[config.mk]
export PLATFORM = sky130hd
export DESIGN_NAME = channel_delayed_argb_crossfade_top
export DESIGN_NICKNAME = d
export VERILOG_FILES = /design/src/rtl/core/cdac_pkg.sv /design/src/rtl/core/channel_delayed_argb_crossfade_top.sv /design/src/rtl/core/cdac_div.sv
export SDC_FILE = /design/constraint.sdc
export NUM_CORES = 2
export LEC_CHECK = 0
export BUFFER_PORTS_ARGS = -buffer_cell sky130_fd_sc_hd__buf_2
export CAP_MARGIN = 0
export CORE_MARGIN = 8
export CORE_UTILIZATION = 30
export CTS_CLUSTER_DIAMETER = 120
export DETAILED_ROUTE_END_ITERATION = 8
export GPL_TIMING_DRIVEN = 0
export SLEW_MARGIN = 25
export SYNTH_ARGS = -nofsm -noshare
export SYNTH_HDL_FRONTEND = slang
export SYNTH_SLANG_ARGS = --single-unit
[constraint.sdc]
create_clock -name clk_i -period 13.7 [get_ports clk_i]
set_input_delay 2.74 -clock clk_i [delete_from_list [all_inputs] [get_ports clk_i]]
set_output_delay 2.74 -clock clk_i [all_outputs]
set_load 0.02 [all_outputs]
[src/rtl/core/cdac_pkg.sv]
// Shared constants, register indexes and divider handshake types for the cross-fade block.
`default_nettype none

package cdac_pkg;

  localparam int unsigned CH_W      = 8;
  localparam int unsigned NUM_CH    = 4;
  localparam int unsigned CH_IDX_W  = $clog2(NUM_CH);
  localparam int unsigned DUR_W     = 32;
  localparam int unsigned TICK_W    = 64;
  localparam int unsigned PIX_W     = 32;
  localparam int unsigned DIV_W     = DUR_W + CH_W;
  localparam int unsigned CNT_W     = $clog2(DIV_W + 1);
  localparam int unsigned CFG_IDX_W = 3;
  localparam int unsigned CFG_DAT_W = 32;

  localparam logic [DUR_W-1:0] MIN_DURATION = DUR_W'(2);
  localparam logic [CH_W-1:0]  CH_MAX       = {CH_W{1'b1}};

  localparam logic [CH_IDX_W-1:0] CH_A = CH_IDX_W'(0);
  localparam logic [CH_IDX_W-1:0] CH_R = CH_IDX_W'(1);
  localparam logic [CH_IDX_W-1:0] CH_G = CH_IDX_W'(2);
  localparam logic [CH_IDX_W-1:0] CH_B = CH_IDX_W'(3);

  typedef enum logic [CFG_IDX_W-1:0] {
    CFG_DURATION    = 3'd0,
    CFG_DELAY_RED   = 3'd1,
    CFG_DELAY_GREEN = 3'd2,
    CFG_DELAY_BLUE  = 3'd3,
    CFG_DELAY_ALPHA = 3'd4
  } cfg_reg_e;

  typedef struct packed {
    logic             start;
    logic [DIV_W-1:0] dividend;
    logic [DUR_W-1:0] divisor;
  } div_req_t;

  typedef struct packed {
    logic             busy;
    logic             done;
    logic [DIV_W-1:0] quotient;
  } div_rsp_t;

endpackage

`default_nettype wire

[src/rtl/core/channel_delayed_argb_crossfade_top.sv]
// Top level of the per-channel delayed ARGB cross-fade block.
//
//   Channel | Direction | Handshake              | Payload
//   --------+-----------+------------------------+-----------------------------------------
//   in      | input     | in_valid_i/in_ready_o  | op_i, tick_i, src1_pixel_i, src2_pixel_i
//   out     | output    | out_valid_o/out_ready_i| result_pixel_o, transition_done_o
//   cfg     | input     | cfg_valid_i/cfg_ready_o| cfg_index_i, cfg_data_i
//
// A pixel request's result sits in the output register in the cycle after acceptance.
// A frame request runs five divisions by 255, one for the span and one delay time per channel,
// each folding high bytes into the low byte; each channel past its delay then also divides
// in the shared 40-bit divider, and the frame result is registered once all channels are done.
// Reset clears the sequencer and output valid; no clearing pass is needed.
// A stalled output holds its result, and no new request is taken until it is free.
`default_nettype none

module channel_delayed_argb_crossfade_top (
  input  wire  logic                           clk_i,
  input  wire  logic                           rst_ni,
  input  wire  logic                           in_valid_i,
  output logic                                 in_ready_o,
  input  wire  logic                           op_i,
  input  wire  logic [cdac_pkg::TICK_W-1:0]    tick_i,
  input  wire  logic [cdac_pkg::PIX_W-1:0]     src1_pixel_i,
  input  wire  logic [cdac_pkg::PIX_W-1:0]     src2_pixel_i,
  output logic                                 out_valid_o,
  input  wire  logic                           out_ready_i,
  output logic [cdac_pkg::PIX_W-1:0]           result_pixel_o,
  output logic                                 transition_done_o,
  input  wire  logic                           cfg_valid_i,
  output logic                                 cfg_ready_o,
  input  wire  logic [cdac_pkg::CFG_IDX_W-1:0] cfg_index_i,
  input  wire  logic [cdac_pkg::CFG_DAT_W-1:0] cfg_data_i
);
  import cdac_pkg::*;

  typedef enum logic [2:0] {
    ST_IDLE,
    ST_SPAN_ISSUE,
    ST_SPAN_WAIT,
    ST_DLY_ISSUE,
    ST_DLY_WAIT,
    ST_OPA_ISSUE,
    ST_OPA_WAIT,
    ST_FINISH
  } state_e;

  state_e                state_q;
  logic [DUR_W-1:0]      duration_q;
  logic [CH_W-1:0]       delay_q [NUM_CH];
  logic [CH_W-1:0]       opa_q [NUM_CH];
  logic                  first_q;
  logic [TICK_W-1:0]     start_time_q;
  logic [DUR_W-1:0]      elapsed_q;
  logic [DUR_W-1:0]      span_q;
  logic [DUR_W-1:0]      dtime_q;
  logic [CH_IDX_W-1:0]   ch_q;
  logic [DIV_W-1:0]      div_a_q;
  logic [DUR_W-1:0]      div_b_q;
  logic                  div_go_q;
  logic [DIV_W-1:0]      fold_q;
  logic [DUR_W-1:0]      acc_q;
  logic [PIX_W-1:0]      result_pixel_q;
  logic                  transition_done_q;
  logic                  out_valid_q;

  logic [DUR_W-1:0]      t_eff;
  logic [CH_W-1:0]       max_delay;
  logic [CH_W-1:0]       mul_fac;
  logic [DIV_W-1:0]      mul_prod;
  logic [DUR_W-1:0]      opa_diff;
  logic [DIV_W-1:0]      opa_dividend;
  logic [CH_W-1:0]       opa_clamped;
  logic [DUR_W-1:0]      fold_hi;
  logic [DIV_W-1:0]      fold_next;
  logic                  fold_done;
  logic [DUR_W-1:0]      fold_quo;
  logic [TICK_W-1:0]     start_sel;
  logic [TICK_W-1:0]     tick_diff;
  logic [DUR_W-1:0]      elapsed_new;
  logic                  out_free;
  logic                  out_load;
  logic                  in_acc;

  logic [CH_W-1:0]         v1 [NUM_CH];
  logic [CH_W-1:0]         v2 [NUM_CH];
  logic signed [CH_W:0]    diff_s [NUM_CH];
  logic signed [2*CH_W+1:0] prod_s [NUM_CH];
  logic [2*CH_W-1:0]       prod_u [NUM_CH];
  logic [2*CH_W-1:0]       a2_prod;
  logic [CH_W-1:0]         blend_ch [NUM_CH];
  logic [PIX_W-1:0]        blend_pix;
  logic [PIX_W-1:0]        pix_res;
  logic                    degenerate;

  cdac_pkg::div_req_t div_req;
  cdac_pkg::div_rsp_t div_rsp;

  cdac_div u_div (
    .clk_i (clk_i),
    .rst_ni(rst_ni),
    .req_i (div_req),
    .rsp_o (div_rsp)
  );

  assign div_req.start    = div_go_q;
  assign div_req.dividend = div_a_q;
  assign div_req.divisor  = div_b_q;

  assign t_eff    = (duration_q < MIN_DURATION) ? MIN_DURATION : duration_q;
  assign out_free = !out_valid_q || out_ready_i;
  assign in_acc   = in_valid_i && in_ready_o;
  assign out_load = ((state_q == ST_IDLE) && in_acc && op_i) ||
                    ((state_q == ST_FINISH) && out_free);

  always_comb begin
    max_delay = '0;
    for (int c = 0; c < NUM_CH; c++) begin
      if (delay_q[c] > max_delay) begin
        max_delay = delay_q[c];
      end
    end
  end

  assign mul_fac      = (state_q == ST_SPAN_ISSUE) ? (CH_MAX - max_delay) : delay_q[ch_q];
  assign mul_prod     = mul_fac * t_eff;
  assign opa_diff     = elapsed_q - dtime_q;
  assign opa_dividend = {opa_diff, {CH_W{1'b0}}} - DIV_W'(opa_diff);
  assign opa_clamped  = (|div_rsp.quotient[DIV_W-1:CH_W]) ? CH_MAX
                                                          : div_rsp.quotient[CH_W-1:0];

  // Since 256 is one more than 255, x = 256*h + l gives x / 255 = h + (h + l) / 255.
  assign fold_hi   = fold_q[DIV_W-1:CH_W];
  assign fold_next = DIV_W'(fold_hi) + DIV_W'(fold_q[CH_W-1:0]);
  assign fold_done = (fold_hi == '0);
  assign fold_quo  = acc_q + DUR_W'(fold_q[CH_W-1:0] == CH_MAX);

  assign start_sel   = first_q ? tick_i : start_time_q;
  assign tick_diff   = tick_i - start_sel;
  assign elapsed_new = (tick_diff > TICK_W'(t_eff)) ? t_eff : tick_diff[DUR_W-1:0];

  always_comb begin
    degenerate = 1'b0;
    blend_pix  = '0;
    for (int c = 0; c < NUM_CH; c++) begin
      v1[c]     = src1_pixel_i[PIX_W-CH_W*(c+1) +: CH_W];
      v2[c]     = src2_pixel_i[PIX_W-CH_W*(c+1) +: CH_W];
      diff_s[c] = $signed({1'b0, v2[c]}) - $signed({1'b0, v1[c]});
      prod_s[c] = diff_s[c] * $signed({1'b0, opa_q[c]});
      prod_u[c] = v1[c] * opa_q[c];
    end
    a2_prod    = v2[CH_A] * opa_q[CH_A];
    degenerate = (v1[CH_A] == '0) || (v2[CH_A] == '0);
    for (int c = 0; c < NUM_CH; c++) begin
      if (degenerate) begin
        blend_ch[c] = prod_u[c][CH_W-1:0];
      end else begin
        blend_ch[c] = v1[c] + prod_s[c][2*CH_W-1:CH_W];
      end
    end
    if (degenerate) begin
      if (v2[CH_A] == '0) begin
        blend_ch[CH_A] = v1[CH_A] - prod_u[CH_A][2*CH_W-1:CH_W];
      end else begin
        blend_ch[CH_A] = a2_prod[2*CH_W-1:CH_W];
      end
    end
    for (int c = 0; c < NUM_CH; c++) begin
      blend_pix[PIX_W-CH_W*(c+1) +: CH_W] = blend_ch[c];
    end
  end

  always_comb begin
    if (elapsed_q == '0) begin
      pix_res = src1_pixel_i;
    end else if (elapsed_q == t_eff) begin
      pix_res = src2_pixel_i;
    end else begin
      pix_res = blend_pix;
    end
  end

  always_ff @(posedge clk_i or negedge rst_ni) begin
    if (!rst_ni) begin
      state_q           <= ST_IDLE;
      duration_q        <= MIN_DURATION;
      for (int c = 0; c < NUM_CH; c++) begin
        delay_q[c] <= '0;
        opa_q[c]   <= '0;
      end
      first_q           <= 1'b1;
      start_time_q      <= '0;
      elapsed_q         <= '0;
      span_q            <= DUR_W'(1);
      dtime_q           <= '0;
      ch_q              <= '0;
      div_a_q           <= '0;
      div_b_q           <= '0;
      div_go_q          <= 1'b0;
      fold_q            <= '0;
      acc_q             <= '0;
      result_pixel_q    <= '0;
      transition_done_q <= 1'b0;
      out_valid_q       <= 1'b0;
    end else begin
      div_go_q <= (state_q == ST_OPA_ISSUE) && (elapsed_q > dtime_q);
      if (out_load) begin
        out_valid_q <= 1'b1;
      end else if (out_ready_i) begin
        out_valid_q <= 1'b0;
      end
      if (cfg_valid_i) begin
        case (cfg_index_i)
          CFG_DURATION:    duration_q    <= cfg_data_i[DUR_W-1:0];
          CFG_DELAY_RED:   delay_q[CH_R] <= cfg_data_i[CH_W-1:0];
          CFG_DELAY_GREEN: delay_q[CH_G] <= cfg_data_i[CH_W-1:0];
          CFG_DELAY_BLUE:  delay_q[CH_B] <= cfg_data_i[CH_W-1:0];
          CFG_DELAY_ALPHA: delay_q[CH_A] <= cfg_data_i[CH_W-1:0];
          default: ;
        endcase
      end
      case (state_q)
        ST_IDLE: begin
          if (in_acc) begin
            if (op_i) begin
              result_pixel_q    <= pix_res;
              transition_done_q <= 1'b0;
            end else begin
              first_q   <= 1'b0;
              if (first_q) begin
                start_time_q <= tick_i;
              end
              elapsed_q <= elapsed_new;
              state_q   <= ST_SPAN_ISSUE;
            end
          end
        end
        ST_SPAN_ISSUE: begin
          fold_q  <= mul_prod;
          acc_q   <= '0;
          state_q <= ST_SPAN_WAIT;
        end
        ST_SPAN_WAIT: begin
          if (fold_done) begin
            span_q  <= (fold_quo == '0) ? DUR_W'(1) : fold_quo;
            ch_q    <= '0;
            state_q <= ST_DLY_ISSUE;
          end else begin
            acc_q  <= acc_q + fold_hi;
            fold_q <= fold_next;
          end
        end
        ST_DLY_ISSUE: begin
          fold_q  <= mul_prod;
          acc_q   <= '0;
          state_q <= ST_DLY_WAIT;
        end
        ST_DLY_WAIT: begin
          if (fold_done) begin
            dtime_q <= fold_quo;
            state_q <= ST_OPA_ISSUE;
          end else begin
            acc_q  <= acc_q + fold_hi;
            fold_q <= fold_next;
          end
        end
        ST_OPA_ISSUE: begin
          if (elapsed_q > dtime_q) begin
            div_a_q  <= opa_dividend;
            div_b_q  <= span_q;
            state_q  <= ST_OPA_WAIT;
          end else begin
            opa_q[ch_q] <= '0;
            if (ch_q == CH_IDX_W'(NUM_CH - 1)) begin
              state_q <= ST_FINISH;
            end else begin
              ch_q    <= ch_q + CH_IDX_W'(1);
              state_q <= ST_DLY_ISSUE;
            end
          end
        end
        ST_OPA_WAIT: begin
          if (div_rsp.done) begin
            opa_q[ch_q] <= opa_clamped;
            if (ch_q == CH_IDX_W'(NUM_CH - 1)) begin
              state_q <= ST_FINISH;
            end else begin
              ch_q    <= ch_q + CH_IDX_W'(1);
              state_q <= ST_DLY_ISSUE;
            end
          end
        end
        ST_FINISH: begin
          if (out_free) begin
            result_pixel_q    <= '0;
            transition_done_q <= (elapsed_q == t_eff);
            state_q           <= ST_IDLE;
          end
        end
        default: begin
          state_q <= ST_IDLE;
        end
      endcase
    end
  end

  assign in_ready_o        = (state_q == ST_IDLE) && out_free;
  assign out_valid_o       = out_valid_q;
  assign result_pixel_o    = result_pixel_q;
  assign transition_done_o = transition_done_q;
  assign cfg_ready_o       = 1'b1;

endmodule

`default_nettype wire

[src/rtl/core/cdac_div.sv]
// Shared restoring divider that produces one quotient bit per cycle.
`default_nettype none

module cdac_div (
  input  wire                logic clk_i,
  input  wire                logic rst_ni,
  input  wire                cdac_pkg::div_req_t req_i,
  output cdac_pkg::div_rsp_t rsp_o
);
  import cdac_pkg::*;

  logic [DUR_W-1:0] rem_q, rem_d;
  logic [DIV_W-1:0] quo_q, quo_d;
  logic [DUR_W-1:0] dvs_q;
  logic [CNT_W-1:0] cnt_q, cnt_d;
  logic             busy_q, busy_d;
  logic             done_q, done_d;
  logic [DUR_W:0]   trial;
  logic             fits;

  always_comb begin
    trial  = {rem_q, quo_q[DIV_W-1]};
    fits   = (trial >= {1'b0, dvs_q});
    rem_d  = rem_q;
    quo_d  = quo_q;
    cnt_d  = cnt_q;
    busy_d = busy_q;
    done_d = 1'b0;
    if (req_i.start) begin
      rem_d  = '0;
      quo_d  = req_i.dividend;
      cnt_d  = CNT_W'(DIV_W);
      busy_d = 1'b1;
    end else if (busy_q) begin
      rem_d = fits ? DUR_W'(trial - {1'b0, dvs_q}) : trial[DUR_W-1:0];
      quo_d = {quo_q[DIV_W-2:0], fits};
      cnt_d = cnt_q - CNT_W'(1);
      if (cnt_q == CNT_W'(1)) begin
        busy_d = 1'b0;
        done_d = 1'b1;
      end
    end
  end

  always_ff @(posedge clk_i or negedge rst_ni) begin
    if (!rst_ni) begin
      cnt_q  <= '0;
      busy_q <= 1'b0;
      done_q <= 1'b0;
    end else begin
      cnt_q  <= cnt_d;
      busy_q <= busy_d;
      done_q <= done_d;
    end
  end

  always_ff @(posedge clk_i) begin
    rem_q <= rem_d;
    quo_q <= quo_d;
    if (req_i.start) begin
      dvs_q <= req_i.divisor;
    end
  end

  assign rsp_o.busy     = busy_q;
  assign rsp_o.done     = done_q;
  assign rsp_o.quotient = quo_q;

endmodule

`default_nettype wire

==> flow_summary.toml <==
[synthesis]
avgSynthCellArea_um2 = 8.56
synth_edf_count = 72
netlist_instances = 7277
synth-main-ff-cell = "dfrtp_1"
async_reset_ff_share_pct = 81.2
synth_fp_nets = 8570
synth_seq_cells = 553
syn_area_um2 = 62300
synth_top_area_cell = "dfrtp_1"
ys_types = 102
yosys_warnings = 0
netlist.area_leader.share_pct = 17.9
ys_seq_area_share_pct = 22.5
synthTopCellsByArea = "dfrtp_1 18%, fa_1 17%, ha_1 12%"

[final_layout]
area_growth_pct = 11.2
post-route-util_pct = 33.5
nNetsFinal = 8851
drive_above_1_share_pct = 6.41

[sta]
setup_slack_ns = 0.812
setup_viol = 0
hold_viol_final = 0
timing.final.crit_share_pct = 94.1
period_needed_ns = 12.89
finClkSkew_ns = 0.0316
report.final.slew_viol_count = 0
hold_slack_ns = 0.442
slew_headroom_pct = 24.9
rsz0062_at_grt = "no"
timing.fmax_mhz = 77.6
worst_pin_slew_ns = 1.10
final.setup.tns_ns = 0

[routing]
drt-initial-drc-count = 4075
viasPerCell = 5.14
firstDrtPassIters = 6
num_vias = 53063
drc_errors = 0
antenna_left = 0
drt_wl_total_mm = 196
wl_per_cell_um = 19.0

[grt]
grt_pass1_vias = 53994
grt_max_degree = 90
antenna_found_initial = 20
grt.overflow.total = 0
track_usage_pct = 17.2
grt_pass1_wl_mm = 311

[clocking]
cts_setup_buffers = 0
clock_sinks = 553
clk_latency_ns = 0.67
root_buffer = "clkbuf_16"
clk_pin_slew_ns = 0.06
cts_htree_levels = 3
cts_tree = "built"
cts_buffers = 67
clk_path_buf_depth = 3

[worst_setup_path]
crit_path_frequent_cell = "o21ai_0"
path_class = "flip-flop to flip-flop"
path_max_fanout = 10
crit_required_ns = 14.21
worstPathArrival_ns = 13.40
endpoint_kind = "flip-flop"
start_kind = "flip-flop"
slowest_stage = "a2111oi_0"
cpPeakStageDelay_ns = 0.64

[placed_design]
post-place-ws_ns = 0.684
gp_congestion = 0.921
portBuffers = 202
place_hpwl_mm = 159

[floorplan]
die-area_um2 = 223000
start_util_pct = 30.1
core-area_um2 = 207000
fp-row-count = 167
die_y_um = 472
ios = 205
die_w_um = 472

[min_path]
hp-class = "flip-flop to flip-flop"

[outcome]
status = "completed"

[flow_run]
cap_violations = 0
[final cells by class]
class / count / area, µm²
plain buffers: 280 / 1110
fillers: 21613 / 138000
well taps: 2704 / 3380
multi-input cells: 5521 / 43700
diodes: 5 / 12.5
flip-flops and latches: 553 / 14000
clock inverters: 32 / 409
clock buffers: 88 / 1950
inverters: 923 / 3460
repair buffers: 212 / 1200
[registers in the layout, indices dropped and copies added (netlist names), 40 cells and up]
register and cells:
fold_q 40, div_a_q 40, u_div.quo_q 40, start_time_q 64
[worst max-delay path: cells and delay by family, from the launching register on]
| kind | cells | cell delay [ns] |
|---|---|---|
| AO/OA/AOI/OAI | 23 | 5.25 |
| XOR/XNOR | 1 | 0.20 |
| multiplexers | 3 | 1.04 |
| AND/OR/NAND/NOR | 10 | 1.27 |
| adder cells (fa/ha/maj) | 8 | 3.25 |
| buffers and inverters | 5 | 1.28 |
| flip-flops | 1 | 0.43 |
[layout by cell type (no fill, tap or decap), drive strengths merged, types with 82 or more instances in the layout]
| cell | synthesis | layout |
|---|---|---|
| ha | 608 | 608 |
| and2 | 308 | 308 |
| nand2 | 867 | 867 |
| xnor2 | 276 | 276 |
| mux2 | 82 | 82 |
| nand3 | 169 | 169 |
| a21o | 163 | 163 |
| inv | 895 | 901 |
| mux2i | 82 | 82 |
| a21oi | 415 | 415 |
| buf | 38 | 250 |
| xor2 | 162 | 162 |
| fa | 516 | 516 |
| dfrtp | 446 | 446 |
| o21ai | 442 | 442 |
| nor2 | 521 | 521 |
| clkbuf | 242 | 330 |
[cells in the mapped netlist, types with 163 or more instances]
cell      number
inv_1        892
nand2_1      867
ha_1         608
nor2_1       521
fa_1         516
dfrtp_1      446
o21ai_0      432
a21oi_1      412
and2_1       307
xnor2_1      276
clkbuf_1     238
nand3_1      169
a21o_1       163
[per-layer routing]
| layer | global-route usage, % | wire length (µm) |
|---|---|---|
| met5 | 0 | 70 |
| met4 | 5.27 | 6340 |
| met3 | 3.04 | 12500 |
| met2 | 27.6 | 87400 |
| met1 | 23.7 | 89700 |
[final timing paths]
kind / cells after the start / slack [ns] / startpoint / to
max: 50 / 0.81 / delay_q[17]$_DFFE_PN0P_ / fold_q[36]$_DFFE_PN0P_
min: 0 / 0.44 / div_b_q[21]$_DFFE_PN0P_ / u_div.dvs_q[21]$_DFFE_PP_
max reg2reg: 50 / 0.81 / delay_q[17]$_DFFE_PN0P_ / fold_q[36]$_DFFE_PN0P_
min reg2reg: 0 / 0.44 / div_b_q[21]$_DFFE_PN0P_ / u_div.dvs_q[21]$_DFFE_PP_
max in group asynchronous: 5 / 9.50 / rst_ni / result_pixel_o[10]$_DFFE_PN0P_
min in group asynchronous: 1 / 2.03 / rst_ni / delay_q[29]$_DFFE_PN0P_
[per-stage QoR]
step	cells	instance area (µm²)
CTS	10313	69300
finish	10318	69300
detailed placement	10193	66900
floorplan	7277	62300
global placement	10183	66700
global route	10316	69300
[cell families (layout without fill, tap and decap cells)]
group / after synthesis / after routing / synth area share, %
other cells: 1 / 6 / 0.00602
buf+inv: 1203 / 1535 / 7.34
compound gates: 1450 / 1450 / 14.4
simple gates: 2336 / 2336 / 17.7
flops: 553 / 553 / 22.5
xor+xnor: 438 / 438 / 6.16
fa+ha+maj: 1124 / 1124 / 28.8
mux: 172 / 172 / 3.09
[what timing repair did]
action,CTS,global route
setup endpoints to repair,0,2
hold buffers,0,0
resized for setup,0,1
hold endpoints to repair,0,0
Power is not shown: default switching activity piles up to over one toggle a cycle in this logic, so the estimate is an artifact.
